[src/rtl/lie_pkg.sv]
package lie_pkg;

    localparam int MAX_NODES_DEF = 64;
    localparam int IDX_W         = 9;

    localparam logic       KIND_LOAD = 1'b0;
    localparam logic       KIND_EVAL = 1'b1;

    localparam logic [1:0] ST_OK  = 2'd0;
    localparam logic [1:0] ST_DUP = 2'd1;
    localparam logic [1:0] ST_OVF = 2'd2;

    localparam logic signed [31:0] Q_ONE = 32'sh0001_0000;

    typedef enum logic [3:0] {
        DP_NONE,
        DP_WRITE,
        DP_QUERY,
        DP_DUP,
        DP_LJ_INIT,
        DP_DIV_START,
        DP_FAC,
        DP_MUL_L,
        DP_UPD_L,
        DP_MUL_Y,
        DP_UPD_SUM
    } dp_op_t;

    typedef enum logic [3:0] {
        S_IDLE,
        S_DUP_RD,
        S_DUP_CMP,
        S_EJ_START,
        S_EK_CHECK,
        S_EK_RD,
        S_EK_LOAD,
        S_EK_DIV,
        S_EK_FAC,
        S_EK_MUL,
        S_EK_UPD,
        S_TERM_RD,
        S_TERM_MUL,
        S_TERM_UPD,
        S_DONE
    } ctl_state_t;

    typedef struct packed {
        dp_op_t           op;
        logic [IDX_W-1:0] idx_a;
        logic [IDX_W-1:0] idx_b;
    } dp_cmd_t;

    typedef struct packed {
        logic x_equal;
        logic div_busy;
    } dp_stat_t;

    typedef struct packed {
        logic               ov;
        logic signed [31:0] val;
    } sat_t;

    // clip to signed 32 bits, flag when clipped
    function automatic sat_t sat32(input logic signed [63:0] v);
        sat_t r;
        r.ov  = 1'b0;
        r.val = v[31:0];
        if (v > 64'sd2147483647)
        begin
            r.ov  = 1'b1;
            r.val = 32'sh7fff_ffff;
        end
        else if (v < -64'sd2147483648)
        begin
            r.ov  = 1'b1;
            r.val = 32'sh8000_0000;
        end
        return r;
    endfunction

    // signed divide by 65536, truncated toward zero
    function automatic logic signed [63:0] q16_trunc(input logic signed [63:0] p);
        logic signed [63:0] adj;
        adj = p + (p[63] ? 64'sd65535 : 64'sd0);
        return adj >>> 16;
    endfunction

endpackage

[src/rtl/lie_ctrl.sv]
module lie_ctrl #(
    parameter int MAX_NODES = lie_pkg::MAX_NODES_DEF
) (
    input  logic              clk,
    input  logic              rst_n,
    input  logic              in_valid,
    output logic              in_stall,
    input  logic              kind,
    output logic              out_valid,
    input  logic              out_stall,
    input  logic              cfg_we,
    input  logic [6:0]        cfg_data,
    output lie_pkg::dp_cmd_t  cmd,
    input  lie_pkg::dp_stat_t stat
);
    import lie_pkg::*;

    localparam int CW = $clog2(MAX_NODES + 2);

    ctl_state_t state_reg, state_next;
    logic [6:0]    count_reg;
    logic [CW-1:0] j_reg, j_next;
    logic [CW-1:0] k_reg, k_next;
    logic [IDX_W-1:0] count_w;
    logic [CW-1:0]    n;

    // node count clipped to the store depth
    assign count_w = {{(IDX_W-7){1'b0}}, count_reg};
    assign n = (count_w > IDX_W'(MAX_NODES)) ? CW'(MAX_NODES) : CW'(count_w);

    always_ff @(posedge clk or negedge rst_n)
    begin
        if (!rst_n)
        begin
            state_reg <= S_IDLE;
            count_reg <= 7'd1;
            j_reg     <= '0;
            k_reg     <= '0;
        end
        else
        begin
            state_reg <= state_next;
            j_reg     <= j_next;
            k_reg     <= k_next;
            if (cfg_we)
            begin
                count_reg <= cfg_data;
            end
        end
    end

    always_comb
    begin
        state_next = state_reg;
        j_next     = j_reg;
        k_next     = k_reg;
        cmd.op     = DP_NONE;
        cmd.idx_a  = IDX_W'(j_reg);
        cmd.idx_b  = IDX_W'(k_reg);
        in_stall   = (state_reg != S_IDLE);
        out_valid  = (state_reg == S_DONE);

        unique case (state_reg)
            S_IDLE:
            begin
                if (in_valid)
                begin
                    if (kind == KIND_LOAD)
                    begin
                        cmd.op = DP_WRITE;
                    end
                    else
                    begin
                        cmd.op = DP_QUERY;
                        j_next = '0;
                        k_next = CW'(1);
                        if (n == '0)
                            state_next = S_DONE;
                        else if (n == CW'(1))
                            state_next = S_EJ_START;
                        else
                            state_next = S_DUP_RD;
                    end
                end
            end
            S_DUP_RD:
            begin
                state_next = S_DUP_CMP;
            end
            S_DUP_CMP:
            begin
                if (stat.x_equal)
                begin
                    cmd.op     = DP_DUP;
                    state_next = S_DONE;
                end
                else if (k_reg + CW'(1) < n)
                begin
                    k_next     = k_reg + CW'(1);
                    state_next = S_DUP_RD;
                end
                else if (j_reg + CW'(2) < n)
                begin
                    j_next     = j_reg + CW'(1);
                    k_next     = j_reg + CW'(2);
                    state_next = S_DUP_RD;
                end
                else
                begin
                    j_next     = '0;
                    state_next = S_EJ_START;
                end
            end
            S_EJ_START:
            begin
                cmd.op     = DP_LJ_INIT;
                k_next     = '0;
                state_next = S_EK_CHECK;
            end
            S_EK_CHECK:
            begin
                if (k_reg == n)
                    state_next = S_TERM_RD;
                else if (k_reg == j_reg)
                    k_next = k_reg + CW'(1);
                else
                    state_next = S_EK_RD;
            end
            S_EK_RD:
            begin
                state_next = S_EK_LOAD;
            end
            S_EK_LOAD:
            begin
                cmd.op     = DP_DIV_START;
                state_next = S_EK_DIV;
            end
            S_EK_DIV:
            begin
                if (!stat.div_busy)
                    state_next = S_EK_FAC;
            end
            S_EK_FAC:
            begin
                cmd.op     = DP_FAC;
                state_next = S_EK_MUL;
            end
            S_EK_MUL:
            begin
                cmd.op     = DP_MUL_L;
                state_next = S_EK_UPD;
            end
            S_EK_UPD:
            begin
                cmd.op     = DP_UPD_L;
                k_next     = k_reg + CW'(1);
                state_next = S_EK_CHECK;
            end
            S_TERM_RD:
            begin
                state_next = S_TERM_MUL;
            end
            S_TERM_MUL:
            begin
                cmd.op     = DP_MUL_Y;
                state_next = S_TERM_UPD;
            end
            S_TERM_UPD:
            begin
                cmd.op = DP_UPD_SUM;
                j_next = j_reg + CW'(1);
                if (j_reg + CW'(1) == n)
                    state_next = S_DONE;
                else
                    state_next = S_EJ_START;
            end
            S_DONE:
            begin
                if (!out_stall)
                    state_next = S_IDLE;
            end
            default:
            begin
                state_next = S_IDLE;
            end
        endcase
    end

endmodule

[config.mk]
export PLATFORM = sky130hd
export DESIGN_NAME = lie_ctrl
export DESIGN_NICKNAME = d
export VERILOG_FILES = /design/src/rtl/lie_pkg.sv /design/src/rtl/lie_ctrl.sv
export SDC_FILE = /design/constraint.sdc
export NUM_CORES = 1
export LEC_CHECK = 0
export BUFFER_PORTS_ARGS = -buffer_cell sky130_fd_sc_hd__buf_2
export CAP_MARGIN = 10
export CORE_MARGIN = 5
export CORE_UTILIZATION = 32
export DETAILED_ROUTE_END_ITERATION = 8
export GPL_ROUTABILITY_DRIVEN = 0
export PLACE_DENSITY = 0.5
export SLEW_MARGIN = 20
export SYNTH_ARGS = -nofsm -noshare
export SYNTH_HDL_FRONTEND = slang
export SYNTH_SLANG_ARGS = --single-unit
[constraint.sdc]
create_clock -name clk -period 2.8 [get_ports clk]
set_clock_uncertainty 0.15 [all_clocks]
set_input_delay 0.14 -clock clk [delete_from_list [all_inputs] [get_ports clk]]
set_output_delay 0.14 -clock clk [all_outputs]
set_load 0.1 [all_outputs]
Word level (Yosys, flattened, before mapping)

Index checks and enable logic that the tools add are counted.

Add/sub/neg operators: 3
$mul: 0
Divide/modulo/power cells: 0
Order comparisons: 3
Equality and inequality tests: 28
Shifts and indexed selects: 0
Multiplexer cells: 32
Bitwise operators: 0
Reduce and logical (&&, ||, !) cells: 9

Operator list:

| kind                | count |
|---|---|
| $mux 7              | 13 |
| $pmux 4 s14         | 1 |
| $mux 4              | 9 |
| $pmux 4 s9          | 1 |
| $pmux 7 s5          | 1 |
| $eq 4x4->1 const B  | 7 |
| $eq 7x7->1          | 3 |
| $pmux 7 s3          | 1 |
| $eq 4x3->1 const B  | 4 |
| $ne 2x2->1 const B  | 8 |
| $add 7x1->7 const B | 2 |
| $lt 7x7->1          | 2 |
| $mux 2              | 6 |
| $reduce_and 5->1    | 2 |
| $eq 4x2->1 const B  | 2 |
| $add 7x2->7 const B | 1 |
| $eq 7x1->1 const B  | 1 |
| $gt 7x7->1 const B  | 1 |
| $logic_not 7->1     | 1 |
| $reduce_and 7->1    | 1 |
| $ne 3x3->1 const B  | 2 |
| $reduce_bool 5->1   | 1 |
| $eq 4x1->1 const B  | 1 |
| $logic_not 4->1     | 1 |
| 3 further kinds     | 3 |

Bits in registers: 25
Latch bits: 0
RAM bits: 0
Bits in read-only memories: 0
Input port bits: 15
Output and inout bits: 24
Word-level logic and storage cells: 79
Memories: 0

Logic depth before layout (Yosys ltp)

Depth in word-level cells: 8
Gate-level depth with buffers: 13
Gate-level depth less buffers: 12

Worst setup path after synthesis

OpenSTA, ideal clock, no wires.

Path kind: register to register
Start point: reg k_reg[0]
End point: reg k_reg[0]
Setup time: 128 ps
Arrival: 3304 ps
Data required time: 2522 ps
Slack: -782 ps
Stages on the path, launching flop included: 13
Buffers on the path: 0
Clock period less this slack: 3582 ps
Cell sequence: dfrtp_1 ha_1 nand3_1 nor2_1 xor2_1 ha_1 a21oi_1 and2_4 nand4_1 nand4_1 o211ai_2 a311oi_1 a21oi_1

Longest elaborated chain between the ends: 5
Elaborated cells on any way between the ends: 13
Classes of those cells: add/sub: 1; order compare: 1; eq/ne: 5; mux: 5; reduce/logical: 1

RTL lines:

| what                   | RTL line       | text |
|---|---|---|
| start, declared        | lie_ctrl.sv:23 | `logic [CW-1:0] k_reg, k_next;` |
| start signal, assigned | lie_ctrl.sv:44 | `k_reg <= k_next;` |
| $add 7x1->7            | --             |  |
| $lt 7x7->1             | lie_ctrl.sv:97 | `else if (k_reg + CW'(1) < n)` |
| $mux 7                 | lie_ctrl.sv:97 |  |
| $mux 7                 | lie_ctrl.sv:92 | `if (stat.x_equal)` |
| $pmux 7 s5             | lie_ctrl.sv:63 | `unique case (state_reg)` |

Parallel ways exist; a longest one is shown, timed or not. The select of a mux whose other input is x is not followed.
A chain may end at the register's enable or synchronous reset.

Worst setup path in the final report

Start point: reg k_reg[0]
End point: reg k_reg[2]

The elaborated chain is that of the path after synthesis.

==> impl_results.rst <==
.. list-table::
   :header-rows: 1

   * - Metric
     - Value
   * - Worst-case headroom to the max-slew limit
     - 60.6%
   * - Share of power burned in registers
     - 19.4%
   * - Portion of total power attributed to combinational logic
     - 73.4%
   * - Post-route worst hold slack
     - 0.00658 ns
   * - FFs w/ async S/R, synth
     - 100%
   * - Leak Pwr
     - 1.42 nW
   * - Iteration count of the initial detailed-routing pass
     - 4
   * - Total CTS buffers
     - 3
   * - P_sw
     - 2.06 mW
   * - Arrival @ worst endpoint
     - 2.80 ns
   * - Syn Std Cell Area
     - 2570 um^2
   * - Most common cell after layout, fill and taps aside
     - buf_2
   * - Starting Density
     - 33.0%
   * - Critical path's slowest cell
     - dfrtp_4
   * - Number of global-route vias before repair
     - 2540
   * - # setup viols final
     - 0
   * - Worst path max stage delay
     - 0.53 ns
   * - Number of nets with antenna violations after routing
     - 0
   * - CTS root buf
     - clkbuf_8
   * - Clock sinks
     - 25
   * - Maximum fanout along the worst path
     - 8
   * - Mean routed wirelength per cell
     - 16.5 um
   * - Maximum number of pins on one net before global-route repair
     - 26
   * - Violation count after the first detailed-route iteration
     - 176
   * - Peak ir drop on the vdd network
     - 0.533 mV
   * - Type of the tightest min-delay check
     - in2reg
   * - Clock-pin transition on the worst setup and hold timing paths
     - 0.11 ns
   * - CP Launch Type
     - register
   * - Final #Nets
     - 401
   * - Commonest non-fill, non-tap cells in the layout
     - buf_2 (34), buf_4 (29), nor2_1 (24), nand2_1 (20), o21ai_0 (19)
   * - Overall routing resource usage
     - 16.0%
   * - Number of primary I/O pins
     - 39
   * - Library cell with the largest summed area after synthesis
     - dfrtp_1
   * - IO buf count
     - 34
   * - Top cells by area in the synthesized netlist
     - dfrtp_1 (23%), ha_1 (7.8%), xnor2_1 (5.1%)
   * - Area of the die
     - 9910 um^2
   * - Prevailing post-synth register cell
     - dfrtp_1
   * - Number of filler instances in the final layout
     - 817
   * - Crit-path most repeated cell
     - ha_4
   * - Worst setup timing slack at the placement stage
     - -0.0502 ns
   * - Instance area after placement
     - 3030 um^2
   * - Yosys cell types
     - 60
   * - DRC violations left
     - 0
   * - Vias per Instance
     - 5.35
   * - Die Span X
     - 99.6 um
   * - Post-synth EDFFs
     - 0
   * - Number of flip-flops and latches in the synthesized netlist
     - 25
   * - Setup ws final
     - 0.0147 ns
   * - Buf+Inv Stages, Crit Path
     - 0
   * - Endpoint class of the critical path
     - register
   * - First-pass GRT wire length
     - 13000 um
   * - Number of antenna violations at the first check in global routing
     - 0
   * - Outcome
     - completed
   * - Total wire length after detailed routing
     - 7790 um
   * - Slew at the pin with the worst max-slew slack
     - 0.591 ns
   * - Switching share of total power
     - 59.8%
   * - Type of the setup path with the least slack
     - reg2reg
   * - Final count of hold timing violations
     - 0
   * - TritonCTS clock tree
     - done
   * - Accumulated negative setup slack
     - 0 ns
   * - Vias
     - 2519
   * - Fraction of post-synthesis cell area in the top cell type by area
     - 23.4%
   * - Std-Cell Core Area
     - 7770 um^2
   * - RSZ-0062 raised after global routing
     - yes
   * - Total power after layout
     - 3.45 mW
   * - Mean Syn Cell Area
     - 8.20 um^2
   * - Overflow left after global routing
     - 0
   * - Area growth from synthesis to layout
     - 28.4%
   * - Post-synthesis sequential area ratio
     - 24.4%
   * - Cell internal pwr
     - 1.39 mW
   * - Cell Pwr Density
     - 1050 nW/um^2
   * - DPL Wire Length
     - 6050 um
   * - Max-slew violation total from the final report
     - 0
   * - List of cells traversed by the critical path
     - ha_4 > nand3_4 > nor2_4 > xor2_2 > ha_4 > a21oi_2 > and2_4 > a32oi_2 > nand3_2 > a21o_2 > a32oi_1 > o211ai_1
   * - Mapped Cells
     - 313
   * - Period Utilization, post-route
     - 99.5%
   * - # Max-Cap Violations
     - 0
   * - Placement row count
     - 32
   * - Die Span Y
     - 99.6 um
   * - Top delay family on crit path
     - compound AO/OA/AOI/OAI gates
   * - Final Critical Period
     - 2.79 ns
   * - Clock insertion delay at the later pin of the skew report
     - 0.28 ns
   * - Post-route cell area
     - 3300 um^2
   * - # H-tree levels
     - 1
   * - Maximum clock path buffer count
     - 2
   * - Maximum clock frequency
     - 0.359 GHz
   * - Synthesis Warnings
     - 0
   * - Inserted Diodes
     - 0
   * - Proportion of layout cells with a drive suffix above 1
     - 35.0%
   * - Clk pwr share
     - 7.2%
   * - Worst EP required
     - 2.81 ns
## metal layers
layer / vias to the layer above / GRT usage, % / share of wire [%]
met5: - / 0 / 0
met4: 0 / 2.84 / 1.2
met3: 9 / 1.12 / 3.8
met2: 50 / 27.0 / 48
met1: 1224 / 22.6 / 47
li1: 1236 / - / -
## power groups by stage
| stage | Sequential (mW) | Clock, mW | Combinational, mW |
|---|---|---|---|
| global route | 0.691 | 0.271 | 2.73 |
| CTS | 0.668 | 0.258 | 2.46 |
| floorplan | 0.903 | 0 | 1.64 |
| detailed placement | 0.672 | 0 | 2.43 |
| global placement | 0.671 | 0 | 2.41 |
| finish | 0.668 | 0.248 | 2.53 |
## Yosys cell counts, types with 3 or more instances
cell / n
ha_1: 16
xnor2_1: 15
inv_1: 8
clkbuf_1: 10
nand4_1: 5
o21ai_2: 5
xor2_1: 15
o21ai_0: 19
a32oi_1: 4
a21oi_1: 17
nand3_1: 13
o22ai_1: 5
o21a_1: 4
nand2_2: 3
buf_2: 5
nand2b_1: 9
nor2b_1: 7
o2bb2ai_1: 3
buf_4: 7
nor2_1: 26
mux2_2: 7
nand3b_1: 3
nor4b_1: 3
dfrtp_1: 24
nor3_1: 5
a22oi_1: 4
nand2_1: 22
o211ai_1: 4
and2_1: 3
## final cells by class
class / count / area (um^2) / share of cell area [%]
multi-input cells: 257 / 1910 / 58.0
flip-flops and latches: 25 / 663 / 20.1
repair buffers: 74 / 509 / 15.5
well taps: 102 / 128 / 3.87
clock buffers: 3 / 41.3 / 1.25
inverters: 9 / 33.8 / 1.03
clock inverters: 1 / 8.76 / 0.266
## final timing paths
path | cells after the start | slack, ns | start | to
min in group asynchronous | 2 | 0.23 | rst_n | count_reg[3]$_DFFE_PN0P_
hold reg to reg | 1 | 0.45 | count_reg[2]$_DFFE_PN0P_ | count_reg[2]$_DFFE_PN0P_
setup / recovery | 12 | 0.01 | k_reg[0]$_DFFE_PN0P_ | k_reg[2]$_DFFE_PN0P_
hold / removal | 2 | 0.007 | cfg_we | count_reg[6]$_DFFE_PN0P_
max in group asynchronous | 2 | 1.83 | rst_n | k_reg[1]$_DFFE_PN0P_
setup reg to reg | 12 | 0.01 | k_reg[0]$_DFFE_PN0P_ | k_reg[2]$_DFFE_PN0P_
## cell families (layout without fill, tap and decap cells)
group / Yosys count / in the layout / synth area share, %
xor gates and xnor gates: 30 / 30 / 10.2
other: 1 / 4 / 0.146
and+or+nand+nor: 113 / 113 / 24.0
adders and majority gates: 16 / 16 / 7.80
muxes: 8 / 8 / 3.46
AOI/OAI and AO/OA: 85 / 86 / 22.9
DFF: 25 / 25 / 24.4
buffers and inverters: 35 / 87 / 6.97
## timing repair
| action | in CTS | in global routing |
|---|---|---|
| hold buffers | 9 | 0 |
| pin swaps | 1 | 11 |
| hold endpoints to repair | 32 | 0 |
| resized for setup | 3 | 12 |
| setup endpoints to repair | 7 | 15 |
| buffers inserted | 0 | 3 |
| gates cloned | 0 | 2 |
## stage by stage
| step | instances | utilization (%) |
|---|---|---|
| 6_report | 471 | 42.4 |
| 2_1_floorplan | 316 | - |
| 3_3_place_gp | 453 | 39.0 |
| 5_1_grt | 471 | 42.4 |
| 4_1_cts | 466 | 41.1 |
| 3_5_place_dp | 453 | 39.0 |
(Power assumes the default switching activity.)
